$ cat src/hdl/c8_pkg.sv
// c8_pkg: shared types, codes and constants of the chip-8 instruction core
// no dependencies; used by c8_ctrl, c8_dpath and chip8_instruction_core
package c8_pkg;

  localparam int MEM_BYTES   = 4096;
  localparam int MEM_AW      = 12;
  localparam int SCREEN_ROWS = 32;
  localparam int SCREEN_COLS = 64;
  localparam int FONT_BYTES  = 80;
  localparam int NUM_REGS    = 16;
  localparam logic [11:0] PC_RESET = 12'd512;

  // built-in hex font, five rows per digit
  localparam logic [7:0] FONT_ROM [FONT_BYTES] = '{
    8'hF0, 8'h90, 8'h90, 8'h90, 8'hF0, 8'h20, 8'h60, 8'h20, 8'h20, 8'h70,
    8'hF0, 8'h10, 8'hF0, 8'h80, 8'hF0, 8'hF0, 8'h10, 8'hF0, 8'h10, 8'hF0,
    8'h90, 8'h90, 8'hF0, 8'h10, 8'h10, 8'hF0, 8'h80, 8'hF0, 8'h10, 8'hF0,
    8'hF0, 8'h80, 8'hF0, 8'h90, 8'hF0, 8'hF0, 8'h10, 8'h20, 8'h40, 8'h40,
    8'hF0, 8'h90, 8'hF0, 8'h90, 8'hF0, 8'hF0, 8'h90, 8'hF0, 8'h10, 8'hF0,
    8'hF0, 8'h90, 8'hF0, 8'h90, 8'h90, 8'hE0, 8'h90, 8'hE0, 8'h90, 8'hE0,
    8'hF0, 8'h80, 8'h80, 8'h80, 8'hF0, 8'hE0, 8'h90, 8'h90, 8'h90, 8'hE0,
    8'hF0, 8'h80, 8'hF0, 8'h80, 8'hF0, 8'hF0, 8'h80, 8'hF0, 8'h80, 8'h80
  };

  // request types
  localparam logic [2:0] REQ_WRITE = 3'd0;
  localparam logic [2:0] REQ_READ  = 3'd1;
  localparam logic [2:0] REQ_KEY   = 3'd2;
  localparam logic [2:0] REQ_EXEC  = 3'd3;
  localparam logic [2:0] REQ_ROW   = 3'd4;

  // result status codes
  localparam logic [1:0] ST_DONE = 2'd0;
  localparam logic [1:0] ST_WAIT = 2'd1;
  localparam logic [1:0] ST_HALT = 2'd2;

  // opcode groups (top nibble)
  localparam logic [3:0] OPG_SYS  = 4'h0;
  localparam logic [3:0] OPG_JP   = 4'h1;
  localparam logic [3:0] OPG_CALL = 4'h2;
  localparam logic [3:0] OPG_SE   = 4'h3;
  localparam logic [3:0] OPG_SNE  = 4'h4;
  localparam logic [3:0] OPG_SER  = 4'h5;
  localparam logic [3:0] OPG_LD   = 4'h6;
  localparam logic [3:0] OPG_ADD  = 4'h7;
  localparam logic [3:0] OPG_ALU  = 4'h8;
  localparam logic [3:0] OPG_SNER = 4'h9;
  localparam logic [3:0] OPG_LDI  = 4'hA;
  localparam logic [3:0] OPG_JPV  = 4'hB;
  localparam logic [3:0] OPG_RND  = 4'hC;
  localparam logic [3:0] OPG_DRW  = 4'hD;
  localparam logic [3:0] OPG_KEY  = 4'hE;
  localparam logic [3:0] OPG_MISC = 4'hF;

  // alu group sub-codes
  localparam logic [3:0] ALU_MOV  = 4'h0;
  localparam logic [3:0] ALU_OR   = 4'h1;
  localparam logic [3:0] ALU_AND  = 4'h2;
  localparam logic [3:0] ALU_XOR  = 4'h3;
  localparam logic [3:0] ALU_ADD  = 4'h4;
  localparam logic [3:0] ALU_SUB  = 4'h5;
  localparam logic [3:0] ALU_SHR  = 4'h6;
  localparam logic [3:0] ALU_SUBN = 4'h7;
  localparam logic [3:0] ALU_SHL  = 4'hE;

  // low-byte sub-codes
  localparam logic [7:0] LO_CLS   = 8'hE0;
  localparam logic [7:0] LO_RET   = 8'hEE;
  localparam logic [7:0] LO_SKP   = 8'h9E;
  localparam logic [7:0] LO_SKNP  = 8'hA1;
  localparam logic [7:0] LO_WAITK = 8'h0A;
  localparam logic [7:0] LO_TIMER = 8'h18;
  localparam logic [7:0] LO_ADDI  = 8'h1E;
  localparam logic [7:0] LO_FONT  = 8'h29;
  localparam logic [7:0] LO_BCD   = 8'h33;
  localparam logic [7:0] LO_STORE = 8'h55;
  localparam logic [7:0] LO_LOAD  = 8'h65;

  typedef enum logic [4:0] {
    S_CLEAR, S_IDLE, S_RDMEM, S_FETCH_HI, S_FETCH_LO, S_DEC, S_RD_X, S_RD_Y,
    S_EXEC, S_DRAW_RD, S_DRAW_WR, S_VF, S_BCD0, S_BCD1, S_BCD2,
    S_ST_RD, S_ST_WR, S_LD_RD, S_LD_WR, S_RESP
  } c8_state_t;

  typedef enum logic [4:0] {
    OP_CLEAR, OP_IDLE, OP_ACCEPT, OP_RDMEM, OP_FETCH_HI, OP_FETCH_LO, OP_DEC,
    OP_RD_X, OP_RD_Y, OP_EXEC, OP_DRAW_RD, OP_DRAW_WR, OP_VF, OP_BCD0,
    OP_BCD1, OP_BCD2, OP_ST_RD, OP_ST_WR, OP_LD_RD, OP_LD_WR, OP_RESP
  } c8_cmd_t;

  // how an instruction finishes after its execute cycle
  typedef enum logic [2:0] {
    K_SINGLE, K_FLAG, K_DRAW, K_BCD, K_STORE, K_LOAD
  } c8_kind_t;

  typedef struct packed {
    c8_kind_t kind;
    logic     draw_empty;
    logic     loop_last;
    logic     clear_last;
    logic     out_free;
    logic     exec_blocked;
  } c8_stat_t;

endpackage

$ cat src/hdl/c8_ctrl.sv
// c8_ctrl: sequencing state machine of the chip-8 core
// depends on c8_pkg; drives c8_dpath through a command code
module c8_ctrl (
  input  logic             clk,
  input  logic             rst_n,
  input  logic             in_valid,
  input  logic [2:0]       in_req_type,
  input  c8_pkg::c8_stat_t stat,
  output logic             in_ready,
  output c8_pkg::c8_cmd_t  cmd
);

  c8_pkg::c8_state_t state_r, state_nxt;

  // state register
  always_ff @(posedge clk) begin
    if (!rst_n) begin
      state_r <= c8_pkg::S_CLEAR;
    end else begin
      state_r <= state_nxt;
    end
  end

  // next state and command
  always_comb begin
    state_nxt = state_r;
    cmd       = c8_pkg::OP_IDLE;
    in_ready  = 1'b0;
    unique case (state_r)
      c8_pkg::S_CLEAR: begin
        cmd = c8_pkg::OP_CLEAR;
        if (stat.clear_last) state_nxt = c8_pkg::S_IDLE;
      end
      c8_pkg::S_IDLE: begin
        in_ready = 1'b1;
        if (in_valid) begin
          cmd = c8_pkg::OP_ACCEPT;
          if (in_req_type == c8_pkg::REQ_READ) begin
            state_nxt = c8_pkg::S_RDMEM;
          end else if (in_req_type == c8_pkg::REQ_EXEC && !stat.exec_blocked) begin
            state_nxt = c8_pkg::S_FETCH_HI;
          end else begin
            state_nxt = c8_pkg::S_RESP;
          end
        end
      end
      c8_pkg::S_RDMEM: begin
        cmd = c8_pkg::OP_RDMEM;
        state_nxt = c8_pkg::S_RESP;
      end
      c8_pkg::S_FETCH_HI: begin
        cmd = c8_pkg::OP_FETCH_HI;
        state_nxt = c8_pkg::S_FETCH_LO;
      end
      c8_pkg::S_FETCH_LO: begin
        cmd = c8_pkg::OP_FETCH_LO;
        state_nxt = c8_pkg::S_DEC;
      end
      c8_pkg::S_DEC: begin
        cmd = c8_pkg::OP_DEC;
        state_nxt = c8_pkg::S_RD_X;
      end
      c8_pkg::S_RD_X: begin
        cmd = c8_pkg::OP_RD_X;
        state_nxt = c8_pkg::S_RD_Y;
      end
      c8_pkg::S_RD_Y: begin
        cmd = c8_pkg::OP_RD_Y;
        state_nxt = c8_pkg::S_EXEC;
      end
      c8_pkg::S_EXEC: begin
        cmd = c8_pkg::OP_EXEC;
        unique case (stat.kind)
          c8_pkg::K_FLAG:  state_nxt = c8_pkg::S_VF;
          c8_pkg::K_DRAW:  state_nxt = stat.draw_empty ? c8_pkg::S_VF : c8_pkg::S_DRAW_RD;
          c8_pkg::K_BCD:   state_nxt = c8_pkg::S_BCD0;
          c8_pkg::K_STORE: state_nxt = c8_pkg::S_ST_RD;
          c8_pkg::K_LOAD:  state_nxt = c8_pkg::S_LD_RD;
          default:         state_nxt = c8_pkg::S_RESP;
        endcase
      end
      c8_pkg::S_DRAW_RD: begin
        cmd = c8_pkg::OP_DRAW_RD;
        state_nxt = c8_pkg::S_DRAW_WR;
      end
      c8_pkg::S_DRAW_WR: begin
        cmd = c8_pkg::OP_DRAW_WR;
        state_nxt = stat.loop_last ? c8_pkg::S_VF : c8_pkg::S_DRAW_RD;
      end
      c8_pkg::S_VF: begin
        cmd = c8_pkg::OP_VF;
        state_nxt = c8_pkg::S_RESP;
      end
      c8_pkg::S_BCD0: begin
        cmd = c8_pkg::OP_BCD0;
        state_nxt = c8_pkg::S_BCD1;
      end
      c8_pkg::S_BCD1: begin
        cmd = c8_pkg::OP_BCD1;
        state_nxt = c8_pkg::S_BCD2;
      end
      c8_pkg::S_BCD2: begin
        cmd = c8_pkg::OP_BCD2;
        state_nxt = c8_pkg::S_RESP;
      end
      c8_pkg::S_ST_RD: begin
        cmd = c8_pkg::OP_ST_RD;
        state_nxt = c8_pkg::S_ST_WR;
      end
      c8_pkg::S_ST_WR: begin
        cmd = c8_pkg::OP_ST_WR;
        state_nxt = stat.loop_last ? c8_pkg::S_RESP : c8_pkg::S_ST_RD;
      end
      c8_pkg::S_LD_RD: begin
        cmd = c8_pkg::OP_LD_RD;
        state_nxt = c8_pkg::S_LD_WR;
      end
      c8_pkg::S_LD_WR: begin
        cmd = c8_pkg::OP_LD_WR;
        state_nxt = stat.loop_last ? c8_pkg::S_RESP : c8_pkg::S_LD_RD;
      end
      c8_pkg::S_RESP: begin
        cmd = c8_pkg::OP_RESP;
        if (stat.out_free) state_nxt = c8_pkg::S_IDLE;
      end
      default: state_nxt = c8_pkg::S_CLEAR;
    endcase
  end

endmodule

$ cat config.mk
export PLATFORM = sky130hd
export DESIGN_NAME = c8_ctrl
export DESIGN_NICKNAME = d
export VERILOG_FILES = /design/src/hdl/c8_pkg.sv /design/src/hdl/c8_ctrl.sv
export SDC_FILE = /design/constraint.sdc
export NUM_CORES = 1
export LEC_CHECK = 0
export ABC_AREA = 1
export BUFFER_PORTS_ARGS = -buffer_cell sky130_fd_sc_hd__buf_2
export CAP_MARGIN = 30
export CORE_UTILIZATION = 56
export CTS_CLUSTER_SIZE = 28
export DETAILED_ROUTE_END_ITERATION = 10
export PLACE_DENSITY = 0.88
export SETUP_SLACK_MARGIN = 0.15
export SYNTH_ARGS = -nofsm -noshare
export SYNTH_HDL_FRONTEND = slang
export SYNTH_SLANG_ARGS = --single-unit
$ cat constraint.sdc
create_clock -name clk -period 3 [get_ports clk]
set_input_delay 0 -clock clk [delete_from_list [all_inputs] [get_ports clk]]
set_output_delay 0 -clock clk [all_outputs]
set_load 0.005 [all_outputs]
After elaboration in Yosys (flattened, before gate mapping) --
Cells that the tools add are included.
Storage, ports and cells: flip-flop bits (word level) 5, logic and storage cells 49
Cells by class: reductions and logical operators 5, eq/ne operators 29, mux-type cells 14
Operator list (number):
- case mux 5 bit (20 select lines) | 1
- case mux 5 bit (18 select lines) | 1
- equality test 5 x 4 -> 1 bit, second input constant | 8
- 2-to-1 mux 5 bit | 6
- case mux 5 bit (5 select lines) | 1
- equality test 5 x 3 -> 1 bit, second input constant | 4
- equality test 5 bit, second input constant | 4
- equality test 5 x 2 -> 1 bit, second input constant | 2
- equality test 3 x 2 -> 1 bit, second input constant | 3
- 2-to-1 mux 2 bit | 4
- equality test 3 x 1 -> 1 bit, second input constant | 2
- equality test 3 bit, second input constant | 2
- != test 2 bit, second input constant | 3
- equality test 5 x 1 -> 1 bit, second input constant | 1
- zero test 5 bit | 1
- AND reduction 3 bit | 1
- OR reduction 3 bit | 1
- logical AND 1 bit | 1
- zero test 1 bit | 1
- 2-to-1 mux 1 bit | 1

Logic depth before layout (Yosys ltp) --
word-level depth 6, depth in mapped cells 10, depth with buffers taken out 10

Worst setup path after synthesis --
OpenSTA, ideal clock, no wires.
path type reg2reg, from reg state_r[0], to reg state_r[1], period minus slack after synthesis 1206 ps, buffers on the path 0, setup slack 1794 ps, library setup time 117 ps, arrival 1088 ps, data required time 2883 ps, stages on the path, launching flop included 10, cells stage by stage dfxtp_1 -> nand2_1 -> inv_1 -> nand3_2 -> nor2_2 -> inv_2 -> o21ai_2 -> nor2_4 -> nand2_1 -> a21oi_2
On the way: word-level cells in the longest chain between the ends 3, elaborated cells on any way between the ends 26
Ends and longest elaborated chain:
- start: declaration | RTL line c8_ctrl.sv:13 | c8_pkg::c8_state_t state_r, state_nxt;
- start signal: assignment | RTL line c8_ctrl.sv:18 | state_r <= c8_pkg::S_CLEAR;
- start signal: assignment | RTL line c8_ctrl.sv:20 | state_r <= state_nxt;
- equality test 5 x 4 -> 1 bit, or another cell as far along | RTL line c8_ctrl.sv:29 | unique case (state_r)
- OR reduction 3 bit (no source line) / != test 2 bit (equally long branches)
- case mux 5 bit (18 select lines) / AND reduction 3 bit (equally long branches)
Several ways; a longest one is shown, not always the timed one. A chain may end at the register's enable or synchronous reset.

Final worst setup path --
from reg state_r[4], to out cmd[0]
On the way: word-level cells in the longest chain between the ends 2, elaborated cells on any way between the ends 21
Ends and longest elaborated chain:
- equality test 5 bit, or another cell as far along | RTL line c8_ctrl.sv:29
- case mux 5 bit (20 select lines) * | RTL line c8_ctrl.sv:29
- end: declaration | RTL line c8_ctrl.sv:10 | output c8_pkg::c8_cmd_t cmd
Every way passes the cells marked *; elsewhere a longest branch is shown, timed or not.

==> impl_metrics.py <==
metrics = {
    "run_status": {
        "run_status": "finished, final reports clean",
    },
    "floorplan": {
        "dieArea_mm2": 0.00162,
        "io-pin-count": 20,
        "die_y_um": 40.3,
        "initial_utilization_pct": 61.5,
        "placeableCoreArea_mm2": 0.00133,
        "die_width_um": 40.3,
        "num_rows": 13,
    },
    "final_layout": {
        "drive_above_1_share_pct": 28.8,
        "area_growth_syn_to_layout_pct": 15.4,
        "top_register": "state_r",
        "final_core_utilization_pct": 71.0,
        "filler_cell_count": 117,
        "layout_top_registers": "state_r x5",
        "largest_register_ff_count": 5,
        "antenna-diode-count": 0,
        "design.final.nets": 187,
    },
    "clock_tree": {
        "cts_num_sinks": 5,
        "clock_tree.root_cell": "clkbuf_4",
        "clock_tree.buffer_depth": 2,
        "clk_pin_slew_worst_paths_ps": 50,
        "clock_insertion_delay_worst_skew_ps": 240,
        "post_cts_resize_count": 0,
        "htreeDepth": 1,
        "postCtsSetupRepairBufs": 0,
        "cts_made_buffers": 3,
        "tritoncts_clock_tree": "done",
        "cts_hold_buf": 0,
    },
    "routing": {
        "post_drt_via_cell_ratio": 5.61,
        "post-route-drc-count": 0,
        "detail_route.wirelength_um": 2230,
        "dr.first_iter.drc_count": 52,
        "detail-route-antenna-nets": 0,
        "drt_pre_antenna_iters": 5,
        "route.vias.total": 1037,
        "routed_wire_length_per_instance_um": 12.1,
    },
    "worst_setup_path": {
        "cp-start-kind": "flip-flop",
        "setup.reg_to_reg.worst_slack_ps": 1440,
        "cp_top_family": "flip-flops",
        "r2r_start": "state_r[4]",
        "critPathSlowestCell": "dfxtp_1",
        "crit_buf_inv": 3,
        "crit_path_max_fanout": 13,
        "timing.critical_path.cells": "inv_1 -> nand2_2 -> nor2_2 -> inv_2 -> nor2_4 -> nor3_1 -> o21ai_0 -> buf_2",
        "critical_path_type": "reg2out",
        "arrival_ps": 1820,
        "largest_incremental_delay_on_the_critical_path_ps": 610,
        "r2r_cells": 9,
        "crit_path_end_kind": "output pin",
        "critPathRequiredTime_ps": 3000,
        "critPathLaunch": "state_r[4]",
        "worstReg2RegEnd": "state_r[1]",
    },
    "worst_hold_path": {
        "hold_start": "rst_n",
        "hold_path_cell_cnt": 3,
        "hold-path-endpoint": "state_r[1]",
        "worstHoldPathType": "in2reg",
    },
    "placement": {
        "port_buffers": 19,
        "routabilityCongestion": 0.935,
        "dp.final_hpwl_um": 1840,
    },
    "synth": {
        "unique_masters_post_synth": 24,
        "synth_area_per_cell_um2": 5.55,
        "synth_sequential_area_ratio_pct": 12.2,
        "synthesis.instances": 148,
        "ys_warn_count": 0,
        "syn-num-nets": 164,
        "syn-cell-area_um2": 821,
        "synth-seq-cells": 5,
        "number_of_enable_type_register_cells_in_the_synthesized_netlist": 0,
        "ys_async_sr_fraction_pct": 0,
        "synthFlopType": "dfxtp_1",
    },
    "sta": {
        "timing.final.crit_share_pct": 60.6,
        "layout_min_cycle_time_ps": 1820,
        "final-setup-viol-count": 0,
        "max_freq_ghz": 0.550,
        "remaining_max_slew_budget_at_the_tightest_pin_pct": 67.8,
        "clock-skew-final_ps": 3.21,
        "timing.setup.tns_ps": 0,
        "max_slew.worst_pin.slew_ps": 482,
        "pins_over_their_slew_limit": 0,
        "setup_repair_after_global_routing_missed_its_margin": "false",
        "final-hold-violation-count": 0,
    },
    "power": {
        "p_leak_nw": 0.540,
        "powerDensity_mw_per_mm2": 887,
        "ir_drop_mv": 0.517,
    },
    "global_route": {
        "antenna_found_initial": 0,
        "largest_net_degree_at_the_start_of_global_routing": 14,
        "number_of_global_route_vias_before_repair": 824,
        "grt_remaining_overflow": 0,
        "grt_first_pass_wirelength_um": 3310,
        "grt_usage_pct": 31.6,
    },
    "flow_run": {
        "maxCapViolations": 0,
    },
}
## layer usage
layer | routed length (um) | global-route usage (%) | share of wire [%] | vias to the layer above
met5 | 0 | 0 | 0 | -
met4 | 24 | 11.7 | 1.1 | 0
met3 | 196 | 7.78 | 8.8 | 4
met2 | 1070 | 55.2 | 48 | 56
met1 | 942 | 36.7 | 42 | 448
li1 | - | - | - | 529
## power by group
| part | total [mW] | switching, mW | internal (mW) |
|---|---|---|---|
| Combinational | 0.606 | 0.375 | 0.231 |
| Sequential | 0.154 | 0.0621 | 0.0920 |
| Clock | 0.0796 | 0.0292 | 0.0504 |
| Total | 0.840 | 0.467 | 0.373 |
## synth_stat cells, types with 2 or more instances
cell | number | area share (%)
nand4_1 | 3 | 2.3
ha_1 | 2 | 3.0
inv_1 | 15 | 6.9
a21oi_1 | 5 | 3.0
inv_2 | 7 | 3.2
clkinv_1 | 2 | 0.91
o21ai_2 | 2 | 2.1
nand3_2 | 3 | 3.7
o21ai_0 | 6 | 3.7
nor2_1 | 19 | 8.7
nor2_4 | 4 | 5.5
nand2_2 | 5 | 3.8
nand2_1 | 34 | 16
dfxtp_1 | 5 | 12
nand3_1 | 22 | 13
nor2_2 | 5 | 3.8
o21ai_1 | 2 | 1.2
## worst max path at each step
stage	end	cells past startpoint
4_1_cts	cmd[0]	8
6_report	cmd[0]	8
3_5_place_dp	state_r[1]	9
3_3_place_gp	cmd[0]	8
5_1_grt	cmd[0]	8
2_1_floorplan	state_r[1]	9
## cells in the final DEF, fill, tap and decap left out
cell type	netlist	final
nand4_1	3	3
clkinv_1	2	2
o21ai_1	2	2
nor2_1	19	19
nand2_1	34	34
buf_2	0	19
o21ai_2	2	2
dfxtp_1	5	5
a21oi_2	1	1
ha_1	2	2
clkbuf_4	0	3
inv_2	7	7
nand2_2	5	5
a21oi_1	5	5
o221ai_1	1	1
nor3_1	1	1
o21ai_0	6	6
nor2_2	5	5
nor2_4	4	4
a31oi_1	1	1
nand3_2	3	3
nand3_1	22	22
o21a_1	1	1
clkbuf_1	0	1
nand3b_1	1	1
inv_1	15	15
## logic make-up after synthesis
group,share of synthesized area [%]
flops,12.2
simple gates,58.2
compound gates,13.9
fa+ha+maj,3.05
buf+inv,12.7
## cell type report
class / instances / area (um^2) / area share [%]
flip-flops and latches: 5 / 100 / 10.6
repair buffers: 19 / 95.1 / 10.0
clock buffers: 4 / 26.3 / 2.77
multi-input cells: 118 / 617 / 65.1
well taps: 15 / 18.8 / 1.98
inverters: 24 / 90.1 / 9.51
## worst min-delay path, delay by kind of cell
kind	cells	cell delay (ps)
buffers and inverters	2	150
AO/OA/AOI/OAI	1	100
## stage by stage
step	power (mW)	cell area, um^2	hold WS (ps)	worst slack [ps]	std cells
6_report	0.840	947	49.4	1180	185
2_1_floorplan	0.604	821	133	1790	148
5_1_grt	0.927	947	69.0	1060	185
4_1_cts	0.833	947	45.3	1230	185
3_3_place_gp	0.733	921	284	1560	181
3_5_place_dp	0.752	921	295	1480	181
Note: power is estimated with default switching activity, not from simulation.
